===== src/swm_pkg.sv =====
`timescale 1ns / 1ps
// ----------------------------------------------------------------------------
// swm_pkg
// Shared types and constants of the sliding window median unit.
// ----------------------------------------------------------------------------
package swm_pkg;

    localparam int SAMPLE_W       = 32;
    localparam int CFG_W          = 7;
    localparam int MAX_WINDOW_DEF = 64;
    localparam logic [CFG_W-1:0] WINDOW_SIZE_RESET = 7'd3;

    typedef logic signed [SAMPLE_W-1:0] sample_t;

    // Sequencer states of the top level.
    typedef enum logic [1:0] {
        S_IDLE,
        S_INSERT,
        S_DELETE,
        S_OUT
    } state_t;

    // Operation applied to every cell of the sorted chain.
    typedef enum logic [1:0] {
        CELL_HOLD,
        CELL_INSERT,
        CELL_DELETE,
        CELL_CLEAR
    } cell_op_t;

    // Cell i to cell i+1.
    typedef struct packed {
        logic    gt;
        logic    valid;
        sample_t value;
    } swm_up_t;

    // Cell i+1 to cell i.
    typedef struct packed {
        logic    valid;
        logic    eq;
        sample_t value;
    } swm_dn_t;

endpackage


===== src/swm_cell.sv =====
`timescale 1ns / 1ps
// ----------------------------------------------------------------------------
// swm_cell
// One slot of the sorted sample chain: holds one sample and its valid bit,
// inserts and deletes by trading values with its two neighbors.
// ----------------------------------------------------------------------------
module swm_cell #(
    parameter int IDX    = 0,
    parameter int RANK_W = 6
) (
    input  logic                         clk,
    input  logic                         rst_n,
    input  swm_pkg::cell_op_t            op,
    input  swm_pkg::sample_t             x,
    input  swm_pkg::sample_t             d,
    input  logic [RANK_W-1:0]            rank,
    input  swm_pkg::swm_up_t             lo_in,
    input  swm_pkg::swm_dn_t             hi_in,
    output swm_pkg::swm_up_t             up_out,
    output swm_pkg::swm_dn_t             dn_out,
    output logic                         valid,
    output logic [swm_pkg::SAMPLE_W-1:0] tap
);
    import swm_pkg::*;

    sample_t value_reg;
    sample_t value_next;
    logic    valid_reg;
    logic    valid_next;
    logic    gt;
    logic    eq;
    logic    shift;

    // Slots past the fill act as +infinity.
    assign gt    = !valid_reg || (x < value_reg);
    assign eq    = valid_reg && (value_reg == d);
    // Slots above the deleted one, and the last copy of d, take from above.
    assign shift = !valid_reg || (value_reg > d) || (eq && !hi_in.eq);

    always_comb
    begin
        value_next = value_reg;
        valid_next = valid_reg;
        case (op)
            CELL_INSERT:
            begin
                if (gt)
                begin
                    value_next = lo_in.gt ? lo_in.value : x;
                end
                valid_next = valid_reg || lo_in.valid;
            end
            CELL_DELETE:
            begin
                if (shift)
                begin
                    value_next = hi_in.value;
                    valid_next = hi_in.valid;
                end
            end
            CELL_CLEAR:
            begin
                valid_next = 1'b0;
            end
            default:
            begin
                value_next = value_reg;
                valid_next = valid_reg;
            end
        endcase
    end

    always_ff @(posedge clk or negedge rst_n)
    begin
        if (!rst_n)
        begin
            valid_reg <= 1'b0;
        end
        else
        begin
            valid_reg <= valid_next;
        end
    end

    always_ff @(posedge clk)
    begin
        value_reg <= value_next;
    end

    assign up_out.gt    = gt;
    assign up_out.valid = valid_reg;
    assign up_out.value = value_reg;
    assign dn_out.valid = valid_reg;
    assign dn_out.eq    = eq;
    assign dn_out.value = value_reg;
    assign valid        = valid_reg;
    assign tap          = (valid_reg && (rank == RANK_W'(IDX))) ? value_reg : '0;

endmodule


===== config.mk =====
export PLATFORM = sky130hd
export DESIGN_NAME = swm_cell
export DESIGN_NICKNAME = d
export VERILOG_FILES = /design/src/swm_pkg.sv /design/src/swm_cell.sv
export SDC_FILE = /design/constraint.sdc
export NUM_CORES = 1
export LEC_CHECK = 0
export BUFFER_PORTS_ARGS = -buffer_cell sky130_fd_sc_hd__buf_2
export CAP_MARGIN = 20
export CORE_MARGIN = 1
export CORE_UTILIZATION = 35
export CTS_CLUSTER_SIZE = 10
export DETAILED_ROUTE_END_ITERATION = 10
export GPL_ROUTABILITY_DRIVEN = 1
export PLACE_DENSITY_LB_ADDON = 0.2
export SLEW_MARGIN = 20
export SYNTH_ARGS = -nofsm -noshare
export SYNTH_HDL_FRONTEND = slang
export SYNTH_SLANG_ARGS = --single-unit

===== constraint.sdc =====
create_clock -name clk -period 8.1 [get_ports clk]
set_clock_uncertainty 0.05 [all_clocks]
set_input_delay 1.215 -clock clk [delete_from_list [all_inputs] [get_ports clk]]
set_output_delay 1.215 -clock clk [all_outputs]
set_load 0.1 [all_outputs]

==> results.sh <==
export IMPL_worst_path_buf_inv=2
export IMPL_maxSlewHeadroom=0.329
export IMPL_post_synth_top_count_cell="inv_1"
export IMPL_drv_slew=0
export IMPL_routed_wl_um=11100
export IMPL_setup_tns_ns=0
export IMPL_cp_arrival_ns=3.55
export IMPL_postSynth_topFlopCell="edfxtp_1"
export IMPL_cp_required_ns=6.84
export IMPL_vias_per_cell=4.74
export IMPL_htree_levels=2
export IMPL_max_cap_viol_count=0
export IMPL_ys_top_cells_by_area="edfxtp_1, ha_1, mux2i_1, buf_4, inv_1"
export IMPL_dp_cells=785
export IMPL_crit_chain="buf_2 > ha_1 > a211oi_2 > a21oi_1 > a211oi_2 > o22ai_1 > or4_4 > mux2_4 > buf_2"
export IMPL_cts_tree="done"
export IMPL_final_cells=793
export IMPL_clock_root_buffer="clkbuf_8"
export IMPL_regToRegStartpoint="value_reg[27]"
export IMPL_syn_to_final_growth_pct=31.2
export IMPL_seqPwrFrac=0.276
export IMPL_placed_area_mm2=0.00492
export IMPL_largest_reg_flops=32
export IMPL_clockBufferDepth=2
export IMPL_p_int_uw=387
export IMPL_syn_area_mm2=0.00381
export IMPL_grt_antenna_before_repair=0
export IMPL_dieArea_mm2=0.0113
export IMPL_async_flop_share=0.0303
export IMPL_grt_max_degree=39
export IMPL_post_cts_resized=0
export IMPL_syn_nets=659
export IMPL_cp_start_kind="input port"
export IMPL_cp_max_fo=3
export IMPL_period_minus_slack_ns=4.82
export IMPL_fp_row_count=37
export IMPL_slowest_stage="or4_4"
export IMPL_tightest_slew_ns=1.01
export IMPL_drt_iter0_markers=173
export IMPL_die_x_um=106
export IMPL_final_hold_violation_count=0
export IMPL_drt_pre_antenna_iters=4
export IMPL_yosys_area_top_type_share=0.252
export IMPL_dp_hpwl_um=9260
export IMPL_final_area_mm2=0.00500
export IMPL_wl_per_cell_um=14.0
export IMPL_end_kind="output port"
export IMPL_grt_total_usage=0.193
export IMPL_critPathMaxStageDelay_ns=0.55
export IMPL_pwr_share_comb=0.584
export IMPL_grt_pass1_vias=3704
export IMPL_clk_pin_slew_worst_paths_ns=0.07
export IMPL_p_switching_uw=478
export IMPL_synthDistinctLibCells=35
export IMPL_numCtsBuffers=5
export IMPL_grt_overflow_total=0
export IMPL_synth_seq_cells=33
export IMPL_grt_pass1_wl_um=17300
export IMPL_reg2reg_to="value_reg[18]"
export IMPL_core_mm2=0.0104
export IMPL_yosys_area_top_type="edfxtp_1"
export IMPL_synth_edf_count=32
export IMPL_port_buffers=242
export IMPL_clk_latency_ns=0.28
export IMPL_synthCells=454
export IMPL_power_density_mw_per_mm2=173
export IMPL_status="finished clean"
export IMPL_fin_nets=861
export IMPL_hold_path_class="input port to async pin"
export IMPL_rsz0062_at_grt="false"
export IMPL_leakagePower_uw=0.00282
export IMPL_ant_nets=0
export IMPL_n_antenna_cell=0
export IMPL_dieHeight_um=106
export IMPL_syn_area_per_cell_um2=8.39
export IMPL_finish_utilization=0.480
export IMPL_ys_warn_count=0
export IMPL_r2r_slack_ns=4.72
export IMPL_swShare=0.553
export IMPL_post_cts_setup_buffers=0
export IMPL_peakVddDrop_v=0.0000845
export IMPL_start_util=0.366
export IMPL_ys_seq_area_frac=0.259
export IMPL_vias=3758
export IMPL_io_pin_count=243
export IMPL_drive_gt1_frac=0.393
export IMPL_max_freq_mhz=207
export IMPL_path_class="input port to output port"
export IMPL_r2r_cells=7
export IMPL_drc=0
export IMPL_cts_sinks=33
export IMPL_yosys_top_cells_count="inv_1, ha_1, nand2_1"
export IMPL_timing_final_crit_share=0.595
export IMPL_clkPwrFrac=0.140
export IMPL_setup_viol=0
export IMPL_crit_family="compound AO/OA/AOI/OAI gates"
export IMPL_hold_buffers=0
export IMPL_place_congestion=0.829
[cells by family (layout without fill, tap and decap cells)]
family | Yosys count | in the layout | share of synthesized area
AOI/OAI and AO/OA | 87 | 87 | 0.134
and+or+nand+nor | 119 | 119 | 0.160
adders and majority gates | 63 | 63 | 0.207
DFF | 33 | 33 | 0.259
muxes | 33 | 33 | 0.0880
buffers and inverters | 119 | 322 | 0.153
[worst max-delay path by stage]
stage,slack (ns),from,depth (start not counted),to
2_1_floorplan,3.71,x[5],8,up_out[33]
3_3_place_gp,3.35,x[21],9,up_out[33]
3_5_place_dp,3.27,x[31],9,up_out[33]
4_1_cts,3.28,x[31],9,up_out[33]
5_1_grt,3.14,x[31],9,up_out[33]
6_report,3.28,x[5],9,up_out[33]
[through the flow]
stage	setup WS, ns	hold WS, ns	total power, uW
floorplan	3.71	0.869	663
global placement	3.35	0.707	743
detailed placement	3.27	0.714	749
CTS	3.28	0.625	875
global route	3.14	0.623	916
finish	3.28	0.637	865
[layout by cell type, fill, tap and decap left out, types with 2 or more instances in the layout]
cell type and count:
o211ai_1 3, edfxtp_1 32, clkbuf_8 5, o21ai_1 2
nor2_1 9, a21oi_1 23, nand4_1 11, buf_4 3
clkinv_1 2, o21ai_0 41, ha_1 63, inv_1 69
a211oi_1 3, mux2i_1 32, buf_2 242, nand3_1 7
nor4_1 3, nor2b_1 3, nand2_1 45, a221o_1 2
and2_1 32, nand2b_1 3, a21o_1 5, a211oi_2 2
[layout make-up]
cell class,instances,area [um2]
clock buffers,5,68.8
clock inverters,3,12.5
fillers,1024,5420
inverters,69,259
multi-input cells,302,2270
flip-flops and latches,33,986
well taps,136,170
repair buffers,245,1230
[per-layer routing]
metal | vias to the layer above | track usage | part of all wire
li1 | 1930 | - | -
met1 | 1663 | 0.239 | 0.44
met2 | 155 | 0.346 | 0.49
met3 | 10 | 0.0313 | 0.060
met4 | 0 | 0.0466 | 0.011
met5 | - | 0 | 0
[power by group through the flow]
stage                     combinational (uW)  sequential [uW]  clock, uW
after global routing                     539              243        134
after global placement                   501              242          0
after detailed placement                 505              243          0
after floorplan                          297              366          0
final                                    506              239        121
after CTS                                507              240        128
Note: power is estimated with default switching activity, not from simulation.
